<file path="config.mk">
export PLATFORM = sky130hd
export DESIGN_NAME = card_uid_whitelist_table_top
export DESIGN_NICKNAME = d
export VERILOG_FILES = /design/src/sv/cuwt_pkg.sv /design/src/sv/cuwt_ram.sv /design/src/sv/card_uid_whitelist_table_top.sv
export SDC_FILE = /design/constraint.sdc
export NUM_CORES = 2
export LEC_CHECK = 0
export BUFFER_PORTS_ARGS = -buffer_cell sky130_fd_sc_hd__buf_2
export CAP_MARGIN = 20
export CELL_PAD_IN_SITES_DETAIL_PLACEMENT = 1
export CELL_PAD_IN_SITES_GLOBAL_PLACEMENT = 2
export CORE_ASPECT_RATIO = 2
export CORE_UTILIZATION = 49
export CTS_CLUSTER_SIZE = 14
export DETAILED_ROUTE_END_ITERATION = 16
export PLACE_DENSITY_LB_ADDON = 0.2
export SLEW_MARGIN = 5
export SYNTH_ARGS = -nofsm -noshare
export SYNTH_HDL_FRONTEND = slang
export SYNTH_SLANG_ARGS = --single-unit
export TNS_END_PERCENT = 50
</file>
<file path="constraint.sdc">
create_clock -name clk -period 7.9 [get_ports clk]
set_clock_uncertainty 0.2 [all_clocks]
set_input_delay 1.185 -clock clk [delete_from_list [all_inputs] [get_ports clk]]
set_output_delay 1.185 -clock clk [all_outputs]
set_load 0.03 [all_outputs]
</file>
<file path="src/sv/cuwt_pkg.sv">
// package for the card uid whitelist table
// op and status codes, field widths and parameter defaults
// no dependencies
package cuwt_pkg;

	// parameter defaults
	localparam int CUWT_MAX_ENTRIES = 32;
	localparam int CUWT_UID_BYTES   = 4;

	// field widths
	localparam int OP_W     = 3;
	localparam int UID_W    = 32;
	localparam int LEN_W    = 3;
	localparam int KIND_W   = 8;
	localparam int IDX_W    = 6;
	localparam int STATUS_W = 3;
	localparam int COUNT_W  = 6;

	// operation codes
	localparam logic [OP_W-1:0] OP_ADD    = 3'd0;
	localparam logic [OP_W-1:0] OP_REMOVE = 3'd1;
	localparam logic [OP_W-1:0] OP_CHECK  = 3'd2;
	localparam logic [OP_W-1:0] OP_READ   = 3'd3;
	localparam logic [OP_W-1:0] OP_CLEAR  = 3'd4;

	// status codes
	localparam logic [STATUS_W-1:0] ST_OK        = 3'd0;
	localparam logic [STATUS_W-1:0] ST_INVALID   = 3'd1;
	localparam logic [STATUS_W-1:0] ST_EXISTS    = 3'd2;
	localparam logic [STATUS_W-1:0] ST_FULL      = 3'd3;
	localparam logic [STATUS_W-1:0] ST_NOT_FOUND = 3'd4;

endpackage

</file>
<file path="src/sv/cuwt_ram.sv">
// generic simple dual port ram, one write and one registered read per cycle
// no dependencies
module cuwt_ram #(
	parameter int WIDTH = 8,
	parameter int DEPTH = 32,
	parameter int AW    = (DEPTH > 1) ? $clog2(DEPTH) : 1
) (
	input  logic             clk,
	input  logic             we,
	input  logic [AW-1:0]    waddr,
	input  logic [WIDTH-1:0] wdata,
	input  logic             re,
	input  logic [AW-1:0]    raddr,
	output logic [WIDTH-1:0] rdata
);

	logic [WIDTH-1:0] mem [DEPTH];

	// write port
	always_ff @(posedge clk) begin
		if (we) begin
			mem[waddr] <= wdata;
		end
	end

	// registered read port
	always_ff @(posedge clk) begin
		if (re) begin
			rdata <= mem[raddr];
		end
	end

endmodule

</file>
<file path="src/sv/card_uid_whitelist_table_top.sv">
// card uid whitelist table: add, remove, check, read and clear of uid entries
// uses cuwt_pkg and one cuwt_ram holding identifier, length and type per entry
//
// channel  dir  signals                 payload
// s        in   s_tvalid/s_tready       s_tdata: op, uid, uid_len, card_type, entry_index
// m        out  m_tvalid/m_tready       m_tdata: status, found, entry_count, read fields
//
// add, check and remove scan the stored entries through the ram read port, one entry
// a cycle; on a match remove then shifts the later entries down by one position, read
// fetches the indexed entry, and clear and rejected items finish without a ram access.
// reset empties the table by clearing the fill count; entries at or above it are never read.
// a new item is taken while the previous result still waits in the output register.
module card_uid_whitelist_table_top #(
	parameter int MAX_ENTRIES = cuwt_pkg::CUWT_MAX_ENTRIES,
	parameter int UID_BYTES   = cuwt_pkg::CUWT_UID_BYTES
) (
	input  logic        clk,
	input  logic        arst_n,
	input  logic        s_tvalid,
	output logic        s_tready,
	// op[2:0], uid[34:3], uid_len[37:35], card_type[45:38], entry_index[51:46], zero pad
	input  logic [55:0] s_tdata,
	output logic        m_tvalid,
	input  logic        m_tready,
	// status[2:0], found[3], entry_count[9:4], read_uid[41:10], read_uid_len[44:42],
	// read_card_type[52:45], zero pad
	output logic [55:0] m_tdata
);

	import cuwt_pkg::*;

	localparam int USABLE = (UID_BYTES < 4) ? UID_BYTES : 4;
	localparam int IDW    = 8 * USABLE;
	localparam int DW     = IDW + LEN_W + KIND_W;
	localparam int AW     = (MAX_ENTRIES > 1) ? $clog2(MAX_ENTRIES) : 1;
	localparam int CW     = $clog2(MAX_ENTRIES + 1);
	localparam int XW     = (CW > IDX_W) ? CW : IDX_W;

	// sequencer states
	localparam logic [2:0] S_IDLE    = 3'd0;
	localparam logic [2:0] S_RD_WAIT = 3'd1;
	localparam logic [2:0] S_SCAN    = 3'd2;
	localparam logic [2:0] S_SHIFT   = 3'd3;
	localparam logic [2:0] S_DONE    = 3'd4;

	logic [2:0]          state_q;
	logic [OP_W-1:0]     op_q;
	logic [IDW-1:0]      uid_q;
	logic [LEN_W-1:0]    len_q;
	logic [KIND_W-1:0]   kind_q;
	logic [CW-1:0]       count_q;
	logic [CW-1:0]       rptr_q;
	logic                vld_s1;
	logic [AW-1:0]       addr_s1;

	logic [STATUS_W-1:0] res_status_q;
	logic                res_found_q;
	logic [UID_W-1:0]    res_uid_q;
	logic [LEN_W-1:0]    res_len_q;
	logic [KIND_W-1:0]   res_kind_q;
	logic                m_tvalid_q;
	logic [55:0]         m_tdata_q;

	// input field split
	logic [OP_W-1:0]   in_op;
	logic [UID_W-1:0]  in_uid;
	logic [LEN_W-1:0]  in_len;
	logic [KIND_W-1:0] in_kind;
	logic [IDX_W-1:0]  in_idx;
	logic              in_accept;
	logic              in_len_ok;
	logic [XW-1:0]     idx_ext;
	logic [XW-1:0]     count_ext;
	logic              idx_in_range;

	assign in_op   = s_tdata[2:0];
	assign in_uid  = s_tdata[34:3];
	assign in_len  = s_tdata[37:35];
	assign in_kind = s_tdata[45:38];
	assign in_idx  = s_tdata[51:46];

	assign s_tready     = (state_q == S_IDLE);
	assign in_accept    = s_tvalid && s_tready;
	assign in_len_ok    = (in_len != '0) && (int'(in_len) <= USABLE);
	assign idx_ext      = XW'(in_idx);
	assign count_ext    = XW'(count_q);
	assign idx_in_range = (idx_ext < count_ext);

	// ram interface
	logic          ram_we;
	logic [AW-1:0] ram_waddr;
	logic [DW-1:0] ram_wdata;
	logic          ram_re;
	logic [AW-1:0] ram_raddr;
	logic [DW-1:0] ram_rdata;

	cuwt_ram #(
		.WIDTH(DW),
		.DEPTH(MAX_ENTRIES),
		.AW   (AW)
	) u_ram (
		.clk  (clk),
		.we   (ram_we),
		.waddr(ram_waddr),
		.wdata(ram_wdata),
		.re   (ram_re),
		.raddr(ram_raddr),
		.rdata(ram_rdata)
	);

	// compare of the entry read last cycle against the held key
	logic [IDW-1:0]    key_mask;
	logic [IDW-1:0]    rd_id;
	logic [LEN_W-1:0]  rd_len;
	logic [KIND_W-1:0] rd_kind;
	logic              hit;

	assign rd_id   = ram_rdata[IDW-1:0];
	assign rd_len  = ram_rdata[IDW +: LEN_W];
	assign rd_kind = ram_rdata[IDW+LEN_W +: KIND_W];

	always_comb begin
		for (int b = 0; b < USABLE; b++) begin
			key_mask[8*b +: 8] = {8{b < int'(len_q)}};
		end
	end

	assign hit = vld_s1 && (rd_len == len_q) && (((rd_id ^ uid_q) & key_mask) == '0);

	// scan and shift control
	logic more_reads;
	logic add_room;

	assign more_reads = (rptr_q < count_q);
	assign add_room   = (int'(count_q) < MAX_ENTRIES);

	always_comb begin
		ram_re    = 1'b0;
		ram_raddr = rptr_q[AW-1:0];
		ram_we    = 1'b0;
		ram_waddr = count_q[AW-1:0];
		ram_wdata = {kind_q, len_q, uid_q};
		unique case (state_q)
			S_IDLE: begin
				ram_re    = in_accept && (in_op == OP_READ) && idx_in_range;
				ram_raddr = idx_ext[AW-1:0];
			end
			S_SCAN: begin
				if (!hit && more_reads) begin
					ram_re = 1'b1;
				end
				if (!hit && !more_reads && (op_q == OP_ADD) && add_room) begin
					ram_we = 1'b1;
				end
			end
			S_SHIFT: begin
				ram_re    = more_reads;
				ram_we    = vld_s1;
				ram_waddr = addr_s1 - AW'(1);
				ram_wdata = ram_rdata;
			end
			default: begin
			end
		endcase
	end

	// sequencer
	always_ff @(posedge clk or negedge arst_n) begin
		if (!arst_n) begin
			state_q <= S_IDLE;
			count_q <= '0;
			rptr_q  <= '0;
			vld_s1  <= 1'b0;
			addr_s1 <= '0;
		end else begin
			unique case (state_q)
				S_IDLE: begin
					if (in_accept) begin
						rptr_q <= '0;
						vld_s1 <= 1'b0;
						unique case (in_op) inside
							OP_ADD, OP_REMOVE, OP_CHECK: begin
								state_q <= in_len_ok ? S_SCAN : S_DONE;
							end
							OP_READ: begin
								state_q <= idx_in_range ? S_RD_WAIT : S_DONE;
							end
							OP_CLEAR: begin
								count_q <= '0;
								state_q <= S_DONE;
							end
							default: begin
								state_q <= S_DONE;
							end
						endcase
					end
				end
				S_RD_WAIT: begin
					state_q <= S_DONE;
				end
				S_SCAN: begin
					if (hit) begin
						vld_s1 <= 1'b0;
						if (op_q == OP_REMOVE) begin
							rptr_q  <= CW'(addr_s1) + CW'(1);
							state_q <= S_SHIFT;
						end else begin
							state_q <= S_DONE;
						end
					end else if (more_reads) begin
						vld_s1  <= 1'b1;
						addr_s1 <= rptr_q[AW-1:0];
						rptr_q  <= rptr_q + CW'(1);
					end else begin
						vld_s1 <= 1'b0;
						if ((op_q == OP_ADD) && add_room) begin
							count_q <= count_q + CW'(1);
						end
						state_q <= S_DONE;
					end
				end
				S_SHIFT: begin
					if (more_reads) begin
						vld_s1  <= 1'b1;
						addr_s1 <= rptr_q[AW-1:0];
						rptr_q  <= rptr_q + CW'(1);
					end else begin
						vld_s1 <= 1'b0;
						if (!vld_s1) begin
							count_q <= count_q - CW'(1);
							state_q <= S_DONE;
						end
					end
				end
				S_DONE: begin
					if (!m_tvalid_q || m_tready) begin
						state_q <= S_IDLE;
					end
				end
				default: begin
					state_q <= S_IDLE;
				end
			endcase
		end
	end

	// held item fields and result staging
	always_ff @(posedge clk) begin
		if (in_accept) begin
			op_q        <= in_op;
			uid_q       <= in_uid[IDW-1:0];
			len_q       <= in_len;
			kind_q      <= in_kind;
			res_found_q <= 1'b0;
			res_uid_q   <= '0;
			res_len_q   <= '0;
			res_kind_q  <= '0;
			unique case (in_op) inside
				OP_ADD, OP_REMOVE, OP_CHECK: begin
					res_status_q <= in_len_ok ? ST_OK : ST_INVALID;
				end
				OP_READ: begin
					res_status_q <= idx_in_range ? ST_OK : ST_INVALID;
				end
				OP_CLEAR: begin
					res_status_q <= ST_OK;
				end
				default: begin
					res_status_q <= ST_INVALID;
				end
			endcase
		end else if (state_q == S_RD_WAIT) begin
			res_uid_q  <= UID_W'(rd_id);
			res_len_q  <= rd_len;
			res_kind_q <= rd_kind;
		end else if (state_q == S_SCAN) begin
			if (hit) begin
				if (op_q == OP_ADD) begin
					res_status_q <= ST_EXISTS;
				end else if (op_q == OP_CHECK) begin
					res_found_q <= 1'b1;
				end
			end else if (!more_reads) begin
				if (op_q == OP_ADD) begin
					res_status_q <= add_room ? ST_OK : ST_FULL;
				end else begin
					res_status_q <= ST_NOT_FOUND;
				end
			end
		end
	end

	// output register, loaded when the previous transfer is gone
	always_ff @(posedge clk or negedge arst_n) begin
		if (!arst_n) begin
			m_tvalid_q <= 1'b0;
		end else if ((state_q == S_DONE) && (!m_tvalid_q || m_tready)) begin
			m_tvalid_q <= 1'b1;
		end else if (m_tready) begin
			m_tvalid_q <= 1'b0;
		end
	end

	always_ff @(posedge clk) begin
		if ((state_q == S_DONE) && (!m_tvalid_q || m_tready)) begin
			m_tdata_q <= {3'b000, res_kind_q, res_len_q, res_uid_q,
				count_ext[COUNT_W-1:0], res_found_q, res_status_q};
		end
	end

	assign m_tvalid = m_tvalid_q;
	assign m_tdata  = m_tdata_q;

endmodule

</file>
# After elaboration in Yosys (flattened, before gate mapping)
# Memory sizes are Yosys's and may differ from the RTL's. A register that Yosys moved wholly into a read port is not among the register bits.
# Cells that the tools add are included.
# classes
bitwise_logic	4
mux	53
n_lt_le_gt_ge	8
n_reduce_logical	33
n_addsub	5
eq_ne	24
# ops
operator	n
2-to-1 mux 6 bit	11
2-to-1 mux 3 bit	16
2-to-1 mux 43 bit	1
one-hot mux 6 bit (3 select lines)	2
bitwise AND 32 bit	1
logical NOT 32 bit	1
XOR 32 bit	1
2-to-1 mux 5 bit	4
== test 3 x 2 -> 1 bit, second input constant	5
one-hot mux 3 bit (5 select lines)	1
adder 6 x 1 -> 6 bit, second input constant	2
logical AND 1 bit	12
less-than comparator 6 bit	2
inequality test 2 bit, second input constant	6
2-to-1 mux 1 bit	11
one-hot mux 5 bit (2 select lines)	1
AND reduction 5 bit	2
== test 3 x 1 -> 1 bit, second input constant	3
logical NOT 3 bit	3
inequality test 3 bit, second input constant	3
one-hot mux 1 bit (3 select lines)	3
AND reduction 8 bit	1
adder 5 x 1 -> 6 bit, second input constant	1
== test 3 bit, second input constant	2
21 further kinds	32
# totals
word_cells	144
inputBits	60
mem_count	1
ff_bits	168
out_inout_bits	58
ram_bits	1376
# mem_list
name	depth	width	read_ports	rd_ports_with_merged_regs	write_ports	line	source
u_ram.mem	32	43	1	1	1	cuwt_ram.sv:17	logic [WIDTH-1:0] mem [DEPTH];

# Logic depth before layout (Yosys ltp)
# depth
word_depth	12
ltp_mapped	13

# Cells and area by module
# Synthesis repeated with hierarchy kept, for this count alone.
# hier_totals
cells_unflattened	3660
area_unflattened_um2	62451.1
# modules_own_cells
module	area_each_um2	n_inst	cells_each
cuwt_ram	54917.7	1	3020
card_uid_whitelist_table_top	7533.5	1	640

# Worst setup path before layout
# OpenSTA, ideal clock, no wires.
# synth_path
kind	register to register
startpoint	register count_q[2] (netlist: count_ext[2])
endpoint	memory u_ram.mem[17][0] (netlist name), enable pin
synth_period_minus_slack_ns	5.468
path_stages_with_launch	9
slack_ns	2.432
arrival_time_ns	4.772
cell_sequence	dfrtp_1 inv_1 ha_1 o21a_1 nor2_1 o31ai_2 a32oi_1 buf_2 nor3_1
# synth_via
elab_chain_len	9
# synth_lines
item	line	source
start: declaration	card_uid_whitelist_table_top.sv:51	logic [CW-1:0] count_q;
start signal: assignment	card_uid_whitelist_table_top.sv:217	count_q <= count_q + CW'(1);
start signal: assignment	card_uid_whitelist_table_top.sv:230	count_q <= count_q - CW'(1);
less-than comparator 6 bit	card_uid_whitelist_table_top.sv:134	assign more_reads = (rptr_q < count_q);
logical NOT 1 bit	-	
logical AND 1 bit (3 in a row)	card_uid_whitelist_table_top.sv:152	if (!hit && !more_reads && (op_q == OP_ADD) && add_room) begin
2-to-1 mux 1 bit	card_uid_whitelist_table_top.sv:152	
one-hot mux 1 bit (2 select lines)	card_uid_whitelist_table_top.sv:143	unique case (state_q)
2-to-1 mux 1 bit	cuwt_ram.sv:21	if (we) begin
2-to-1 mux 1 bit (not written as such)	cuwt_ram.sv:22	mem[waddr] <= wdata;
end: declaration	cuwt_ram.sv:17	
# Parallel ways exist; a longest one is shown, timed or not.

# Final worst setup path
# layout_path
startpoint	register state_q[1]
endpoint	register count_q[5] (netlist: count_ext[5])
# layout_via
elab_chain_len	4
# layout_lines
item	line	source
start: declaration	card_uid_whitelist_table_top.sv:46	logic [2:0] state_q;
start signal: assignment	card_uid_whitelist_table_top.sv:183	state_q <= in_len_ok ? S_SCAN : S_DONE;
start signal: assignment	card_uid_whitelist_table_top.sv:186	state_q <= idx_in_range ? S_RD_WAIT : S_DONE;
logical NOT 3 bit	card_uid_whitelist_table_top.sv:82, card_uid_whitelist_table_top.sv:176	
logical AND 1 bit	card_uid_whitelist_table_top.sv:83	assign in_accept = s_tvalid && s_tready;
inequality test 2 x 1 -> 1 bit (no line)	-	
AND reduction 8 bit (no line)	-	
# Parallel ways exist; a longest one is shown, timed or not.
# A chain may end at the register's enable or synchronous reset.

==> summary.md <==
| Metric | Value |
|---|---|
| Largest net degree at the start of global routing | `125` |
| Post-Syn Area | `61200 µm²` |
| CTS hold repair buffers | `0` |
| RR Startpoint | `state_q[1]` |
| Max H-tree Level | `4` |
| R2R depth | `12` |
| Placed cell area | `64200 µm²` |
| Status | `completed` |
| Cell taking the most area after synthesis | `edfxtp_1` |
| GP Congestion | `0.788` |
| Top Usage Layer GRT | `met2` |
| Unrepaired setup endpoints after global routing | `no` |
| Die ar. | `126000 µm²` |
| Core Area | `124000 µm²` |
| CTS max path bufs | `3` |
| P_int | `15.3 mW` |
| Setup crit end kind | `register` |
| Most frequent cells in the layout | `1521 x edfxtp_1, 505 x nand2_1, 344 x mux4_2, 150 x clkbuf_16, 111 x buf_2` |
| Clock share of power | `0.313` |
| Share of post-route cells with drive strength above 1 | `0.227` |
| Combinational share of power | `0.213` |
| Vias per Instance | `6.17` |
| Synth top area share | `0.746` |
| Detailed-route via count | `31446` |
| Register area | `47100 µm²` |
| Final Hold Vio Count | `0` |
| NetSw | `5.85 mW` |
| Fin crit share | `0.665` |
| Peak Freq | `0.190 GHz` |
| Setup Buffers After CTS | `0` |
| Clk root buf | `clkbuf_16` |
| Worst-Margin Slew | `1.21 ns` |
| Pleak | `22.1 nW` |
| Drt wl/cell | `32.6 µm` |
| DP HPWL | `84400 µm` |
| Fillers | `10985` |
| Max rail drop VDD | `0.000217 V` |
| Clock sinks | `1587` |
| Total track usage | `0.268` |
| EDFF count, synth | `1521` |
| Clock-pin slew on the worst setup and hold paths | `0.07 ns` |
| M1 GR Usage | `0.337` |
| Critical Path Source Type | `register` |
| Most common cell after layout, fill and taps aside | `edfxtp_1` |
| Setup TNS | `0 ns` |
| Initial Util | `0.493` |
| GR Overflow Total | `0` |
| CTS buffer count | `142` |
| Worst-path maximum fanout | `30` |
| CTS tree | `done` |
| Tmin final | `5.25 ns` |
| Final instance area | `68500 µm²` |
| Kind of critical path | `reg2reg` |
| First-pass GRT wire length | `237000 µm` |
| Final setup violation count | `0` |
| Met2 Usage GRT | `0.470` |
| Met3 Use GR | `0.0375` |
| Site Rows | `183` |
| Drt total wl | `166000 µm` |
| Die Height | `502 µm` |
| Clk Latency, worst-skew pair | `0.77 ns` |
| Vias in the first global route | `33718` |
| Sw frac | `0.277` |
| Yosys cell types | `53` |
| Footprint of the multi-input gates | `13600 µm²` |
| Layout area overhead | `11.9%` |
| Async S/R FF share, synth | `0.0139` |
| # port buffers | `110` |
| Yosys warnings | `0` |
| Hold Crit Class | `in2async` |
| Fin. max-slew vios | `0` |
| Critical path arrival | `5.70 ns` |
| Slew HR | `0.189` |
| Worst EP required | `8.34 ns` |
| Number of synthesized register bits | `1587` |
| Antenna violations before repair | `3` |
| DR pass1 iterations | `5` |
| MaxCap Viol Count | `0` |
| DRC viols | `0` |
| Net count reported at finish | `3413` |
| Remaining antenna violation count | `0` |
| Reg2reg end | `count_ext[5]` |
| Synth top area cells | `edfxtp_1 75%, mux4_2 13%, nand2_1 3.1%` |
| Initial drt markers | `2971` |
| Most used flip-flop cell after synthesis | `edfxtp_1` |
| Worst reg2reg setup slack | `2.65 ns` |
| Avg Cell Area, Syn | `19.4 µm²` |
| Part of the power in registers | `0.474` |
| Ports | `118` |
| Cells after Synth | `3161` |
| PD cells | `309 nW/µm²` |
| Die width | `252 µm` |
| Post-CTS resize count | `0` |
| Seq/Total Area, Yosys | `0.769` |
==> power groups by stage <==
stage,clock [mW],sequential (mW),combinational [mW]
after floorplan,0,10.3,3.09
after CTS,6.75,10.0,4.56
after detailed placement,0,10.2,4.54
after global routing,7.00,10.0,4.84
final,6.62,10.0,4.50
after global placement,0,10.2,4.40
==> flip-flops by register name (all words and copies together) (netlist names) <==
name / flops
op_q: 3
res_len_q: 3
vld_s1: 1
u_ram.mem: 1376
m_tdata: 53
addr_s1: 5
state_q: 3
res_found_q: 1
uid_q: 32
res_kind_q: 8
m_tvalid: 1
count_ext: 6
res_status_q: 3
rptr_q: 6
len_q: 3
res_uid_q: 32
u_ram.rdata: 43
kind_q: 8
==> layer usage <==
| metal | vias up | wire (µm) |
|---|---|---|
| li1 | 12926 | - |
| met1 | 16926 | 62600 |
| met2 | 1286 | 86800 |
| met3 | 308 | 10200 |
| met4 | 0 | 6450 |
| met5 | - | 0 |
==> worst max path at each step <==
| stage | start | to | slack (ns) | cells after the start |
|---|---|---|---|---|
| floorplan | count_ext[2] | u_ram.mem[17][0] | 2.43 | 8 |
| global placement | state_q[1] | count_ext[5] | 2.80 | 12 |
| detailed placement | state_q[1] | count_ext[5] | 2.62 | 12 |
| CTS | state_q[1] | count_ext[5] | 2.64 | 12 |
| global route | state_q[1] | count_ext[5] | 2.41 | 12 |
| finish | state_q[1] | count_ext[5] | 2.65 | 12 |
==> Yosys cell counts, drive strengths merged (4+ instances only) <==
cell	instances
buf	80
nand2b	7
clkbuf	85
nor4	8
o31a	4
dfxtp	44
mux4	344
a22o	4
dfrtp	22
edfxtp	1521
nor2	26
a32oi	45
nor2b	5
xnor2	11
o21ai	16
nand2	506
ha	17
or2	4
mux2i	50
a31oi	6
mux2	7
o22ai	8
and3	45
nor3	44
nand3	95
a221oi	5
o31ai	5
a21oi	59
xor2	36
inv	22
nand4	4
==> stage by stage <==
stage          hold slack (ns)  power [mW]  cells  setup slack, ns   util
3_5_place_dp             0.216        14.7   4853             2.62  0.517
5_1_grt                  0.223        21.9   5096             2.41  0.552
4_1_cts                  0.181        21.3   5092             2.64  0.552
2_1_floorplan            0.200        13.4   3163             2.43      -
6_report                 0.225        21.1   5096             2.65  0.552
3_3_place_gp             0.214        14.6   4852             2.80  0.517
==> worst max-delay path, stage by stage, from the launching register on <==
cell	delay, ns
dfrtp_1	0.69
nor2b_1	0.61
nand2_2	0.44
inv_2	0.70
buf_4	0.63
ha_1	0.35
a21o_1	0.19
a21oi_1	0.27
o21bai_1	0.10
a21oi_1	0.47
a31oi_1	0.16
o21ai_0	0.21
nand2_1	0.08
==> cell type report <==
| cell class | count | area share |
|---|---|---|
| sequential | 1587 | 0.687 |
| multi-input combinational | 1389 | 0.199 |
| clock buffer | 198 | 0.0581 |
| tap | 1665 | 0.0304 |
| timing repair buffer | 193 | 0.0191 |
| clock inverter | 41 | 0.00464 |
| inverter | 22 | 0.00124 |
| antenna | 1 | 0.0000365 |
==> kinds of logic (layout without fill, tap and decap cells) <==
family | after synthesis | in the layout | share of synthesized area
adders and majority gates | 18 | 18 | 0.00380
and+or+nand+nor | 753 | 753 | 0.0528
AOI/OAI and AO/OA | 167 | 167 | 0.0185
xor gates and xnor gates | 47 | 47 | 0.00672
other | 1 | 4 | 0.0000612
buffers and inverters | 187 | 454 | 0.0129
muxes | 401 | 401 | 0.136
DFF | 1587 | 1587 | 0.769
No activity file was read; power rests on OpenSTA's default activity.
